--- src/hw/rtl/iir4_pkg.sv ---
// ----------------------------------------------------------------------------
// iir4_pkg
// shared types and constants of the fourth-order df2t iir filter
// ----------------------------------------------------------------------------
package iir4_pkg;

   localparam int SAMPLE_W   = 16;
   localparam int COEF_W     = 24;
   localparam int COEF_N     = 9;
   localparam int REG_W      = 48;
   localparam int A4_W       = 24;
   localparam int CSR_DATA_W = 64;
   localparam int CSR_ADDR_W = 6;
   localparam int REG_IDX_W  = 3;
   localparam int PROD_W     = COEF_W + SAMPLE_W;
   localparam int DELAY_W    = 42;
   localparam int ACC_W      = 44;
   localparam int DELAY_N    = 4;
   localparam int DLY_IDX_W  = 2;
   localparam int FRAC_SHIFT = 20;

   // register indexes on the configuration port
   localparam logic [REG_IDX_W-1:0] REG_B0_B1 = 3'd0;
   localparam logic [REG_IDX_W-1:0] REG_B2_B3 = 3'd1;
   localparam logic [REG_IDX_W-1:0] REG_B4_A1 = 3'd2;
   localparam logic [REG_IDX_W-1:0] REG_A2_A3 = 3'd3;
   localparam logic [REG_IDX_W-1:0] REG_A4    = 3'd4;

   // reset values: 200..3000 Hz butterworth bandpass
   localparam logic [REG_W-1:0] RST_B0_B1 = 48'd18978;
   localparam logic [REG_W-1:0] RST_B2_B3 = 48'd16739260;
   localparam logic [REG_W-1:0] RST_B4_A1 = 48'd222325542767138;
   localparam logic [REG_W-1:0] RST_A2_A3 = 48'd237327767409590;
   localparam logic [A4_W-1:0]  RST_A4    = 24'd549239;

   // delay register indexes
   localparam logic [DLY_IDX_W-1:0] DLY_ONE   = 2'd0;
   localparam logic [DLY_IDX_W-1:0] DLY_TWO   = 2'd1;
   localparam logic [DLY_IDX_W-1:0] DLY_THREE = 2'd2;
   localparam logic [DLY_IDX_W-1:0] DLY_FOUR  = 2'd3;

   // coefficient order matches the packing of the registers
   typedef enum logic [3:0] {
      COEF_B0, COEF_B1, COEF_B2, COEF_B3, COEF_B4,
      COEF_A1, COEF_A2, COEF_A3, COEF_A4
   } coef_sel_type;

   typedef enum logic [1:0] {
      ACC_HOLD,
      ACC_LOAD_DLY,
      ACC_LOAD_PROD,
      ACC_SUB
   } acc_op_type;

   typedef logic [COEF_N-1:0][COEF_W-1:0] coef_set_type;

   typedef struct packed {
      logic                 x_ld;
      logic                 mul_en;
      coef_sel_type         coef_sel;
      logic                 use_y;
      acc_op_type           acc_op;
      logic [DLY_IDX_W-1:0] dly_rd;
      logic                 y_ld;
      logic                 dly_wr;
      logic [DLY_IDX_W-1:0] dly_wr_idx;
   } mac_ctrl_type;

endpackage

--- src/hw/rtl/iir4_csr.sv ---
// ----------------------------------------------------------------------------
// iir4_csr
// coefficient registers behind the apb-style configuration port
// ----------------------------------------------------------------------------
module iir4_csr
   import iir4_pkg::*;
(
   input  logic                  clock,
   input  logic                  reset,
   input  logic                  csr_psel,
   input  logic                  csr_penable,
   input  logic                  csr_pwrite,
   input  logic [CSR_ADDR_W-1:0] csr_paddr,
   input  logic [CSR_DATA_W-1:0] csr_pwdata,
   output logic [CSR_DATA_W-1:0] csr_prdata,
   output logic                  csr_pready,
   output coef_set_type          coefs
);

   logic [REG_W-1:0] b0_b1_ff;
   logic [REG_W-1:0] b2_b3_ff;
   logic [REG_W-1:0] b4_a1_ff;
   logic [REG_W-1:0] a2_a3_ff;
   logic [A4_W-1:0]  a4_ff;
   logic [REG_IDX_W-1:0] reg_idx;
   logic wr_en;

   assign csr_pready = 1'b1;
   assign reg_idx    = csr_paddr[CSR_ADDR_W-1 -: REG_IDX_W];
   assign wr_en      = csr_psel & csr_penable & csr_pwrite & csr_pready;

   always_ff @(posedge clock) begin
      if (reset) begin
         b0_b1_ff <= RST_B0_B1;
         b2_b3_ff <= RST_B2_B3;
         b4_a1_ff <= RST_B4_A1;
         a2_a3_ff <= RST_A2_A3;
         a4_ff    <= RST_A4;
      end else if (wr_en) begin
         unique case (reg_idx)
            REG_B0_B1: b0_b1_ff <= csr_pwdata[REG_W-1:0];
            REG_B2_B3: b2_b3_ff <= csr_pwdata[REG_W-1:0];
            REG_B4_A1: b4_a1_ff <= csr_pwdata[REG_W-1:0];
            REG_A2_A3: a2_a3_ff <= csr_pwdata[REG_W-1:0];
            REG_A4:    a4_ff    <= csr_pwdata[A4_W-1:0];
            default: begin
            end
         endcase
      end
   end

   always_comb begin
      unique case (reg_idx)
         REG_B0_B1: csr_prdata = CSR_DATA_W'(b0_b1_ff);
         REG_B2_B3: csr_prdata = CSR_DATA_W'(b2_b3_ff);
         REG_B4_A1: csr_prdata = CSR_DATA_W'(b4_a1_ff);
         REG_A2_A3: csr_prdata = CSR_DATA_W'(a2_a3_ff);
         REG_A4:    csr_prdata = CSR_DATA_W'(a4_ff);
         default:   csr_prdata = '0;
      endcase
   end

   // packing order gives b0..b4 then a1..a4
   assign coefs = {a4_ff, a2_a3_ff, b4_a1_ff, b2_b3_ff, b0_b1_ff};

endmodule

--- src/hw/rtl/iir4_mac.sv ---
// ----------------------------------------------------------------------------
// iir4_mac
// shared 24x16 multiplier and 44-bit accumulator with the four delay
// registers, output rounding and delay saturation
// ----------------------------------------------------------------------------
module iir4_mac
   import iir4_pkg::*;
(
   input  logic                       clock,
   input  logic                       reset,
   input  mac_ctrl_type               ctrl,
   input  coef_set_type               coefs,
   input  logic signed [SAMPLE_W-1:0] x_in,
   output logic signed [SAMPLE_W-1:0] y_out
);

   localparam logic [SAMPLE_W-1:0] Y_MAX = {1'b0, {(SAMPLE_W-1){1'b1}}};
   localparam logic [SAMPLE_W-1:0] Y_MIN = {1'b1, {(SAMPLE_W-1){1'b0}}};
   localparam logic [DELAY_W-1:0]  D_MAX = {1'b0, {(DELAY_W-1){1'b1}}};
   localparam logic [DELAY_W-1:0]  D_MIN = {1'b1, {(DELAY_W-1){1'b0}}};
   localparam logic [ACC_W-1:0]    HALF  = ACC_W'(1) << (FRAC_SHIFT - 1);
   localparam int                  Y_TOP = FRAC_SHIFT + SAMPLE_W - 1;

   logic [SAMPLE_W-1:0] x_ff;
   logic [SAMPLE_W-1:0] y_ff;
   logic [PROD_W-1:0]   prod_ff;
   logic [PROD_W-1:0]   prod_in;
   logic [ACC_W-1:0]    acc_ff;
   logic [ACC_W-1:0]    acc_in;
   logic [DELAY_N-1:0][DELAY_W-1:0] dly_ff;

   logic [COEF_W-1:0]   coef_op;
   logic [SAMPLE_W-1:0] smp_op;
   logic [ACC_W-1:0]    prod_ext;
   logic [ACC_W-1:0]    dly_ext;
   logic [ACC_W-1:0]    rnd;
   logic [SAMPLE_W-1:0] y_in;
   logic [DELAY_W-1:0]  dly_in;

   assign coef_op = coefs[ctrl.coef_sel];
   assign smp_op  = ctrl.use_y ? y_ff : x_ff;

   // signed 24x16 product, exact in 40 bits
   assign prod_in = $signed(coef_op) * $signed(smp_op);

   assign prod_ext = {{(ACC_W-PROD_W){prod_ff[PROD_W-1]}}, prod_ff};
   assign dly_ext  = {{(ACC_W-DELAY_W){dly_ff[ctrl.dly_rd][DELAY_W-1]}},
                      dly_ff[ctrl.dly_rd]};

   always_comb begin
      unique case (ctrl.acc_op)
         ACC_HOLD:      acc_in = acc_ff;
         ACC_LOAD_DLY:  acc_in = dly_ext + prod_ext;
         ACC_LOAD_PROD: acc_in = prod_ext;
         ACC_SUB:       acc_in = acc_ff - prod_ext;
         default:       acc_in = acc_ff;
      endcase
   end

   // round half up, then saturate to 16 bits
   assign rnd = acc_ff + HALF;
   always_comb begin
      if ((&rnd[ACC_W-1:Y_TOP]) || !(|rnd[ACC_W-1:Y_TOP])) begin
         y_in = rnd[Y_TOP:FRAC_SHIFT];
      end else if (rnd[ACC_W-1]) begin
         y_in = Y_MIN;
      end else begin
         y_in = Y_MAX;
      end
   end

   always_comb begin
      if ((&acc_ff[ACC_W-1:DELAY_W-1]) || !(|acc_ff[ACC_W-1:DELAY_W-1])) begin
         dly_in = acc_ff[DELAY_W-1:0];
      end else if (acc_ff[ACC_W-1]) begin
         dly_in = D_MIN;
      end else begin
         dly_in = D_MAX;
      end
   end

   always_ff @(posedge clock) begin
      if (ctrl.x_ld) begin
         x_ff <= x_in;
      end
      if (ctrl.mul_en) begin
         prod_ff <= prod_in;
      end
      if (ctrl.y_ld) begin
         y_ff <= y_in;
      end
      acc_ff <= acc_in;
   end

   always_ff @(posedge clock) begin
      if (reset) begin
         dly_ff <= '0;
      end else if (ctrl.dly_wr) begin
         dly_ff[ctrl.dly_wr_idx] <= dly_in;
      end
   end

   assign y_out = y_ff;

endmodule

--- src/hw/rtl/iir4_seq.sv ---
// ----------------------------------------------------------------------------
// iir4_seq
// step sequencer for the shared multiply-accumulate unit and the
// request / result handshakes
// ----------------------------------------------------------------------------
module iir4_seq
   import iir4_pkg::*;
(
   input  logic                clock,
   input  logic                reset,
   input  logic                req_tvalid,
   input  logic                req_tlast,
   output logic                req_tready,
   output logic                rsp_tvalid,
   input  logic                rsp_tready,
   output logic [SAMPLE_W-1:0] rsp_tdata,
   output logic                rsp_tlast,
   input  logic [SAMPLE_W-1:0] y_in,
   output mac_ctrl_type        ctrl
);

   typedef enum logic [3:0] {
      ST_IDLE,
      ST_MUL_B0,
      ST_ADD_D1,
      ST_ROUND,
      ST_ADD_D2,
      ST_SUB_A1,
      ST_WR_D1,
      ST_SUB_A2,
      ST_WR_D2,
      ST_SUB_A3,
      ST_WR_D3,
      ST_SUB_A4,
      ST_WR_D4
   } state_type;

   state_type           state_ff, state_in;
   logic                last_ff;
   logic                rsp_valid_ff;
   logic [SAMPLE_W-1:0] rsp_data_ff;
   logic                rsp_last_ff;
   logic                post;

   assign req_tready = (state_ff == ST_IDLE);
   // result slot must be free before the last step can finish
   assign post = (state_ff == ST_WR_D4) && (!rsp_valid_ff || rsp_tready);

   always_comb begin
      ctrl          = '0;
      ctrl.coef_sel = COEF_B0;
      ctrl.acc_op   = ACC_HOLD;
      state_in      = state_ff;
      unique case (state_ff)
         ST_IDLE: begin
            ctrl.x_ld = req_tvalid;
            if (req_tvalid) begin
               state_in = ST_MUL_B0;
            end
         end
         ST_MUL_B0: begin
            ctrl.mul_en   = 1'b1;
            ctrl.coef_sel = COEF_B0;
            state_in      = ST_ADD_D1;
         end
         ST_ADD_D1: begin
            ctrl.acc_op = ACC_LOAD_DLY;
            ctrl.dly_rd = DLY_ONE;
            state_in    = ST_ROUND;
         end
         ST_ROUND: begin
            ctrl.y_ld     = 1'b1;
            ctrl.mul_en   = 1'b1;
            ctrl.coef_sel = COEF_B1;
            state_in      = ST_ADD_D2;
         end
         ST_ADD_D2: begin
            ctrl.acc_op   = ACC_LOAD_DLY;
            ctrl.dly_rd   = DLY_TWO;
            ctrl.mul_en   = 1'b1;
            ctrl.coef_sel = COEF_A1;
            ctrl.use_y    = 1'b1;
            state_in      = ST_SUB_A1;
         end
         ST_SUB_A1: begin
            ctrl.acc_op   = ACC_SUB;
            ctrl.mul_en   = 1'b1;
            ctrl.coef_sel = COEF_B2;
            state_in      = ST_WR_D1;
         end
         ST_WR_D1: begin
            ctrl.dly_wr     = 1'b1;
            ctrl.dly_wr_idx = DLY_ONE;
            ctrl.acc_op     = ACC_LOAD_DLY;
            ctrl.dly_rd     = DLY_THREE;
            ctrl.mul_en     = 1'b1;
            ctrl.coef_sel   = COEF_A2;
            ctrl.use_y      = 1'b1;
            state_in        = ST_SUB_A2;
         end
         ST_SUB_A2: begin
            ctrl.acc_op   = ACC_SUB;
            ctrl.mul_en   = 1'b1;
            ctrl.coef_sel = COEF_B3;
            state_in      = ST_WR_D2;
         end
         ST_WR_D2: begin
            ctrl.dly_wr     = 1'b1;
            ctrl.dly_wr_idx = DLY_TWO;
            ctrl.acc_op     = ACC_LOAD_DLY;
            ctrl.dly_rd     = DLY_FOUR;
            ctrl.mul_en     = 1'b1;
            ctrl.coef_sel   = COEF_A3;
            ctrl.use_y      = 1'b1;
            state_in        = ST_SUB_A3;
         end
         ST_SUB_A3: begin
            ctrl.acc_op   = ACC_SUB;
            ctrl.mul_en   = 1'b1;
            ctrl.coef_sel = COEF_B4;
            state_in      = ST_WR_D3;
         end
         ST_WR_D3: begin
            ctrl.dly_wr     = 1'b1;
            ctrl.dly_wr_idx = DLY_THREE;
            ctrl.acc_op     = ACC_LOAD_PROD;
            ctrl.mul_en     = 1'b1;
            ctrl.coef_sel   = COEF_A4;
            ctrl.use_y      = 1'b1;
            state_in        = ST_SUB_A4;
         end
         ST_SUB_A4: begin
            ctrl.acc_op = ACC_SUB;
            state_in    = ST_WR_D4;
         end
         ST_WR_D4: begin
            // accumulator holds, so a repeated write while stalled is harmless
            ctrl.dly_wr     = 1'b1;
            ctrl.dly_wr_idx = DLY_FOUR;
            if (post) begin
               state_in = ST_IDLE;
            end
         end
         default: begin
            state_in = ST_IDLE;
         end
      endcase
   end

   always_ff @(posedge clock) begin
      if (reset) begin
         state_ff     <= ST_IDLE;
         rsp_valid_ff <= 1'b0;
      end else begin
         state_ff <= state_in;
         if (post) begin
            rsp_valid_ff <= 1'b1;
         end else if (rsp_tready) begin
            rsp_valid_ff <= 1'b0;
         end
      end
      if (req_tvalid && req_tready) begin
         last_ff <= req_tlast;
      end
      if (post) begin
         rsp_data_ff <= y_in;
         rsp_last_ff <= last_ff;
      end
   end

   assign rsp_tvalid = rsp_valid_ff;
   assign rsp_tdata  = rsp_data_ff;
   assign rsp_tlast  = rsp_last_ff;

endmodule

--- src/hw/rtl/iir_fourth_order_df2t_filter.sv ---
// ----------------------------------------------------------------------------
// iir_fourth_order_df2t_filter
// fourth-order direct form ii transposed iir filter, q1.15 in and out
// ----------------------------------------------------------------------------
// One request carries one Q1.15 sample and gives one filtered Q1.15 sample.
// All nine products go through a single 24x16 multiplier and a 44-bit
// accumulator, stepped by a sequencer: a request is taken while the block
// is idle, the result is registered as the last step finishes, and a new
// request is taken in the cycle after that. The result waits in an output
// register; the last step only finishes once that register is free. The
// user must write coefficients through the configuration port (64-bit data,
// registers at byte addresses 0, 8, 16, 24 and 32) only while no request is
// in flight; the block does not enforce it. Delay registers clear on reset.
module iir_fourth_order_df2t_filter
   import iir4_pkg::*;
(
   input  logic                  clock,
   input  logic                  reset,
   // request channel
   input  logic                  req_tvalid,
   output logic                  req_tready,
   input  logic [15:0]           req_tdata,   // [15:0] sample_in
   input  logic                  req_tlast,   // block_end_in
   // result channel
   output logic                  rsp_tvalid,
   input  logic                  rsp_tready,
   output logic [15:0]           rsp_tdata,   // [15:0] sample_out
   output logic                  rsp_tlast,   // block_end_out
   // configuration port
   input  logic                  csr_psel,
   input  logic                  csr_penable,
   input  logic                  csr_pwrite,
   input  logic [CSR_ADDR_W-1:0] csr_paddr,
   input  logic [CSR_DATA_W-1:0] csr_pwdata,
   output logic [CSR_DATA_W-1:0] csr_prdata,
   output logic                  csr_pready
);

   coef_set_type        coefs;
   mac_ctrl_type        ctrl;
   logic [SAMPLE_W-1:0] y_val;

   iir4_csr u_csr (
      .clock       (clock),
      .reset       (reset),
      .csr_psel    (csr_psel),
      .csr_penable (csr_penable),
      .csr_pwrite  (csr_pwrite),
      .csr_paddr   (csr_paddr),
      .csr_pwdata  (csr_pwdata),
      .csr_prdata  (csr_prdata),
      .csr_pready  (csr_pready),
      .coefs       (coefs)
   );

   iir4_mac u_mac (
      .clock (clock),
      .reset (reset),
      .ctrl  (ctrl),
      .coefs (coefs),
      .x_in  (req_tdata[SAMPLE_W-1:0]),
      .y_out (y_val)
   );

   iir4_seq u_seq (
      .clock      (clock),
      .reset      (reset),
      .req_tvalid (req_tvalid),
      .req_tlast  (req_tlast),
      .req_tready (req_tready),
      .rsp_tvalid (rsp_tvalid),
      .rsp_tready (rsp_tready),
      .rsp_tdata  (rsp_tdata),
      .rsp_tlast  (rsp_tlast),
      .y_in       (y_val),
      .ctrl       (ctrl)
   );

endmodule
--- config.mk ---
export PLATFORM = sky130hd
export DESIGN_NAME = iir_fourth_order_df2t_filter
export DESIGN_NICKNAME = d
export VERILOG_FILES = /design/src/hw/rtl/iir4_pkg.sv /design/src/hw/rtl/iir4_csr.sv /design/src/hw/rtl/iir4_mac.sv /design/src/hw/rtl/iir4_seq.sv /design/src/hw/rtl/iir_fourth_order_df2t_filter.sv
export SDC_FILE = /design/constraint.sdc
export NUM_CORES = 2
export LEC_CHECK = 0
export CAP_MARGIN = 20
export CORE_ASPECT_RATIO = 0.9
export CORE_MARGIN = 2
export CORE_UTILIZATION = 40
export CTS_CLUSTER_SIZE = 8
export DETAILED_ROUTE_END_ITERATION = 16
export DONT_BUFFER_PORTS = 1
export GPL_ROUTABILITY_DRIVEN = 0
export PLACE_DENSITY = 0.57
export SYNTH_ARGS = -nofsm -noshare
export SYNTH_HDL_FRONTEND = slang
export SYNTH_SLANG_ARGS = --single-unit
--- constraint.sdc ---
create_clock -name clock -period 14.55 [get_ports clock]
set_input_delay 0 -clock clock [delete_from_list [all_inputs] [get_ports clock]]
set_output_delay 0 -clock clock [all_outputs]
set_load 0.005 [all_outputs]
# After elaboration in Yosys (flattened, before gate mapping)
# Cells that the tools add are included.
dict set report classes {
  n_eq_ne 21
  n_bitwise 2
  n_shift 0
  muxes 26
  n_mul 1
  n_reduce_logical 26
  n_addsub 3
  div 0
  order_cmp 4
}
# op n
set op_table {}
lappend op_table {{case mux 48 bit (5 select lines)} 1}
lappend op_table {{bitwise mux 168 bit} 1}
lappend op_table {{two-way mux 42 bit} 4}
lappend op_table {{case mux 44 bit (3 select lines)} 1}
lappend op_table {{binary-select mux 24 bit (select 4 bit)} 1}
lappend op_table {{binary-select mux 42 bit (select 2 bit)} 1}
lappend op_table {{demux 42 bit (select 2 bit)} 1}
lappend op_table {{case mux 4 bit (13 select lines)} 1}
lappend op_table {{two-way mux 16 bit} 3}
lappend op_table {{case mux 5 bit (9 select lines)} 1}
lappend op_table {{adder 44 x 20 -> 44 bit, second input constant} 1}
lappend op_table {{subtractor 44 bit} 1}
lappend op_table {{adder 42 x 40 -> 43 bit} 1}
lappend op_table {{multiplier 24 x 16 -> 40 bit} 1}
lappend op_table {{two-way mux 24 bit} 1}
lappend op_table {{equality test 4 bit, second input constant} 5}
lappend op_table {{equality test 4 x 3 -> 1 bit, second input constant} 4}
lappend op_table {{case mux 2 bit (3 select lines)} 2}
lappend op_table {{case mux 3 bit (4 select lines)} 1}
lappend op_table {{AND reduction 2 bit} 6}
lappend op_table {{OR reduction 4 bit} 3}
lappend op_table {{AND reduction 9 bit} 1}
lappend op_table {{OR reduction 9 bit} 1}
lappend op_table {{equality test 4 x 2 -> 1 bit, second input constant} 2}
lappend op_table {{23 further kinds} 38}
dict set report word_totals {
  latch_bits 0
  n_memories 0
  rom_bits 0
  input_bits 94
  word_cells 101
  reg_bits 523
  ram_bits 0
}

# Logic depth before layout (Yosys ltp)
dict set report logic_depth {
  word_depth 7
  ltp_mapped 36
}

# By module
# Synthesis repeated with hierarchy kept, for this count alone.
dict set report unflattened {
  hier_cells 4767
  area_unflattened_um2 43357.8
}
# module cells_per_inst area_per_inst_um2 instances seq_area_each_um2
set by_module_without_submodules {}
lappend by_module_without_submodules {iir4_mac 3650 32000.7 1 6846.6}
lappend by_module_without_submodules {iir4_csr 1043 10364.9 1 4324.1}
lappend by_module_without_submodules {iir4_seq 74 992.2 1 640.6}

# Worst setup path before layout
# No wires, ideal clock.
dict set report synth_path {
  kind {register to register}
  from {register u_seq.state_ff[2]}
  to {register u_mac.prod_ff[39] (data pin)}
  t_arrival_ns 7.551
  required_time_ns 14.291
  slack_ns 6.739
  path_stages_with_launch 34
  path_cell_list {dfxtp_1 -> buf_2 -> nand2b_4 -> or3_1 -> clkbuf_1 -> o21ai_2 -> buf_2 -> buf_2 -> nand2_1 -> a311oi_1 -> a31oi_1 -> o21ai_2 -> nand2_1 -> fa_1 -> inv_1 -> fa_1 -> inv_1 -> fa_1 -> inv_1 -> fa_1 -> fa_1 -> inv_1 -> fa_1 -> inv_1 -> ha_1 -> o21a_1 -> nor2_1 -> or3b_2 -> a21oi_1 -> nor2b_1 -> o41ai_1 -> a211oi_1 -> a21oi_1 -> xnor2_1}
}
dict set report synth_via {
  elab_chain_cells 5
  word_cells_on_any_way 16
}
# element line
set synth_lines {}
lappend synth_lines {{from (decl)} iir4_seq.sv:38} ;# state_type state_ff, state_in;
lappend synth_lines {{from (signal assigned)} iir4_seq.sv:155} ;# state_ff <= state_in;
lappend synth_lines {{equality test 4 bit, or another cell as far along} iir4_seq.sv:54} ;# unique case (state_ff)
lappend synth_lines {{case mux 5 bit (9 select lines) / OR reduction 4 bit (equally long branches)} -}
lappend synth_lines {{binary-select mux 24 bit (select 4 bit) / two-way mux 1 bit (equally long branches)} {iir4_mac.sv:40, iir4_seq.sv:54}}
lappend synth_lines {{two-way mux 24 bit (not written as such) / two-way mux 16 bit (equally long branches)} {iir4_mac.sv:40, iir4_mac.sv:41}}
lappend synth_lines {{multiplier 24 x 16 -> 40 bit (*)} iir4_mac.sv:44} ;# assign prod_in = $signed(coef_op) * $signed(smp_op);
lappend synth_lines {{net u_mac.prod_in[39]} iir4_mac.sv:27} ;# logic [PROD_W-1:0] prod_in;
lappend synth_lines {{to (signal assigned)} iir4_mac.sv:87} ;# prod_ff <= prod_in;
lappend synth_lines {{to (decl)} iir4_mac.sv:26} ;# logic [PROD_W-1:0] prod_ff;
# Mark *: on every way through the listed nets, which the timed path passes. The rest lies on a longest branch. The select of a mux whose other input is x is not followed.
# A chain may end at the register's enable or synchronous reset.

# Final worst setup path
dict set report layout_path {
  from {register u_seq.state_ff[3]}
  to {register u_mac.prod_ff[29] (data pin)}
}
# The elaborated chain is that of the path after synthesis.

==> parameters.txt <==
Parameter                              Value

Cells and area
  Final-layout fill cell count    a little over 10000
  NumNets Final    ~5700
  Layout cells sized above 1    0.06681
  Layout area overhead    10.59%
  Total area of multi-input combinational cells    roughly 28000 sq um
  Sequential cell area    around 12000 sq um
  Post-route design area    ~47000 sq um

Detailed routing
  Wirelength per Cell    about 21 um
  Post-Route WL    137500 um
  Number of vias per cell    ~5.6
  Pre-Repair DR Iteration Count    5
  Post-DRT Antenna Nets    0
  DRC marker count from the first detailed-route iteration    about 3300
  Total DRC errors in the routed layout    0
  Via count    about 36000

Power
  Proportion of power drawn by combinational gates    0.516
  Leakage power total    19.33 nW
  Clock group share of total power    0.234
  Sw power    0.003109 W
  Switch share    0.4244
  Power, Total    about 0.0073 W
  Max rail drop VDD    around 0.26 mV
  Total power divided by cell area    roughly 160 nW/um^2
  Part of the total power dissipated in sequential elements    0.250
  Design internal power    between 0.004 and 0.005 W

Worst setup path
  Slowest stage cell, crit path    sky130_fd_sc_hd__o21ai_2
  Delay contributed by the slowest stage of the critical path    0.82 ns
  Arr. time, crit path    10.69 ns
  Crit path launch type    register
  WP buf/inv    5
  Top cell by count, worst path    sky130_fd_sc_hd__fa_1
  Data required time of the worst path    roughly 15 ns
  Top cell family by delay on the critical path    adder cells
  Critical Path Fanout Max    72
  Kind of capture point of the worst setup path    register
  Crit Path Class    register to register

STA
  Final hold slack    between 0.03 and 0.04 ns
  Clock skew after layout    around 0.06 ns
  Achievable Freq    97.33 MHz
  Final Max Tran Viols    0
  Worst relative slew slack    0.2318
  Total Neg Setup Slack    0 ns
  RSZ-0062 raised after global routing    false
  Final-report hold violation count    0
  Least-Margin Pin Slew    between 1 and 1.5 ns
  # setup viols final    0
  Final worst path period need    10.27 ns
  Period utilisation layout    0.7062

Clocking
  Largest buffer count on any clock path    3
  # Post-CTS Setup Buffers    0
  Number of CTS-inserted buffers    77
  Root buffer cell    sky130_fd_sc_hd__clkbuf_16
  Clock tree from TritonCTS    built
  Later-pin clock latency in the skew report    ~0.7 ns
  CTS clock-pin slew for the worst setup and hold paths    0.05 ns
  Maximum level of the CTS H-tree    3
  Number of sinks handled by clock tree synthesis    523
  Post-cts sizing count    0
  Count of hold buffers inserted by post-cts repair    99

Synth
  Most used flip-flop cell after synthesis    sky130_fd_sc_hd__dfxtp_1
  Portion of the post-synthesis area used by sequential elements    0.2785
  Average size of a mapped cell    roughly 8.4 sq um
  Number of flops mapped to enable cells by yosys    134
  Number of distinct library cells after synthesis    between 80 and 90
  Count of warnings emitted by yosys    0
  Area of the mapped netlist    approximately 42000 sq um
  Area share of the largest cell type after synthesis    0.1836
  Synth Instances    between 5000 and 6000
  Largest area contributor in the synthesized netlist    sky130_fd_sc_hd__dfxtp_1
  Async set or reset register ratio after synthesis    0
  Post-synthesis sequential element count    between 500 and 600
  Leading post-synthesis cells by cell area    sky130_fd_sc_hd__dfxtp_1 (18%), sky130_fd_sc_hd__fa_1 (18%), sky130_fd_sc_hd__nand2_1 (11%), sky130_fd_sc_hd__edfxtp_1 (9.5%), sky130_fd_sc_hd__ha_1 (5.4%)

Die
  Starting utilization of the core area    0.4026
  Core region area    105300 sq um
  Die X-Extent    347.2 um
  Die ar.    roughly 110000 sq um
  Die height    312.9 um
  Io pins    178
  Cell Rows    between 100 and 150

Outcome
  Status    finished clean

Placed design
  I/O Buffers    0
  Half-perimeter wire length after placement    about 93000 um
  Post-placement cell area    between 40000 and 50000 sq um

GRT
  Total track usage    0.2507
  First-pass GRT wire length    around 210000 um
  Antenna violations before repair    4
  Number of global-route vias before repair    about 35000
  Largest net degree at the start of global routing    slightly below 400
  Grt total ovfl    0

Worst hold path
  HP Class    input port to output port

Run
  Maximum Capacitance Violations    0
layout make-up:
type | instances | area share
clock inverters | 9 | 0.004242
multi-input cells | 3731 | 0.5888
well taps | 1380 | 0.03682
inverters | 507 | 0.04058
clock buffers | 107 | 0.04437
flip-flops and latches | 523 | 0.2518
diodes | 3 | 0.0001601
repair buffers | 167 | 0.03316
placed cells by master, fill, tap and decap left out, drive strengths merged, types with 31 or more instances in the layout:
cell            n
fa            376
buf            67
nand3          89
o21a           31
xor2           45
and3           43
dfxtp         389
nand3b         80
dlygate4sd3    99
and2           44
a22oi          67
a31oi          40
inv           508
a21o           68
mux4           66
clkbuf        108
a211oi         35
edfxtp        134
nor2b          50
xnor2          80
ha            184
mux2           38
nand2        1247
a21oi         415
nor2          304
o21ai         129
routing by layer:
layer / share of wire / track usage
met5: 0.000087 / 0
met4: 0.027 / 0.07263
met3: 0.078 / 0.04166
met2: 0.45 / 0.4010
met1: 0.44 / 0.3497
stage by stage:
| stage | utilization | setup WS [ns] | cells |
|---|---|---|---|
| finish | 0.4452 | 4.275 | 6427 |
| global route | 0.4452 | 3.728 | 6426 |
| CTS | 0.4447 | 4.326 | 6421 |
| detailed placement | 0.4135 | 4.335 | 6206 |
| global placement | 0.4133 | 4.245 | 6204 |
| floorplan | - | 6.739 | 5080 |
worst paths after layout:
kind | startpoint | endpoint | slack, ns | cells past startpoint
setup reg to reg | u_seq.state_ff[3] | u_mac.prod_ff[29] | 4.28 | 31
hold / removal | csr_paddr[5] | csr_prdata[47] | 0.04 | 1
setup / recovery | u_seq.state_ff[3] | u_mac.prod_ff[29] | 4.28 | 31
hold reg to reg | u_seq.last_ff | u_seq.rsp_tlast | 0.42 | 0
synth_stat cells (all sizes together), types with 89 or more instances:
cell	instances
fa	376
nor2	304
nand3	89
dfxtp	389
nand2	1247
buf	90
ha	184
o21ai	129
edfxtp	134
a21oi	415
inv	507
clkbuf	229
cell families (layout without fill, tap and decap cells):
group / count (synthesis) / after routing / share of synthesized area
AND/OR/NAND/NOR: 1969 / 1969 / 0.1992
XOR/XNOR: 125 / 125 / 0.02582
buffers and inverters: 826 / 790 / 0.07606
adder cells (fa/ha/maj): 560 / 560 / 0.2318
flip-flops: 523 / 523 / 0.2785
AO/OA/AOI/OAI: 939 / 939 / 0.1393
multiplexers: 121 / 121 / 0.04915
other: 2 / 20 / 0.0001771
registers in the layout, indices dropped and copies added (netlist names):
| name | flops |
|---|---|
| u_csr.a2_a3_ff | 48 |
| u_csr.a4_ff | 24 |
| u_csr.b0_b1_ff | 48 |
| u_csr.b2_b3_ff | 48 |
| u_csr.b4_a1_ff | 48 |
| u_mac.acc_ff | 44 |
| u_mac.dly_ff | 168 |
| u_mac.prod_ff | 40 |
| u_mac.x_ff | 16 |
| u_mac.y_out | 16 |
| u_seq.last_ff | 1 |
| u_seq.rsp_tdata | 16 |
| u_seq.rsp_tlast | 1 |
| u_seq.rsp_tvalid | 1 |
| u_seq.state_ff | 4 |
power by group through the flow:
stage / clock network, W / logic (W) / registers (W)
2_1_floorplan: 0 / 0.00281 / 0.00178
5_1_grt: 0.00181 / 0.00424 / 0.00183
6_report: 0.00172 / 0.00378 / 0.00183
3_5_place_dp: 0 / 0.00366 / 0.00185
3_3_place_gp: 0 / 0.00362 / 0.00185
4_1_cts: 0.00174 / 0.00374 / 0.00182
worst reg2reg max path: cells and delay by family (launching register included):
kind / cells / cell delay (ns)
adders and majority gates: 7 / 3.46
AOI/OAI and AO/OA: 11 / 3.08
and+or+nand+nor: 7 / 1.42
buffers and inverters: 5 / 1.24
DFF: 1 / 0.78
xor gates and xnor gates: 1 / 0.09
Power figures use the tool's default switching activity.
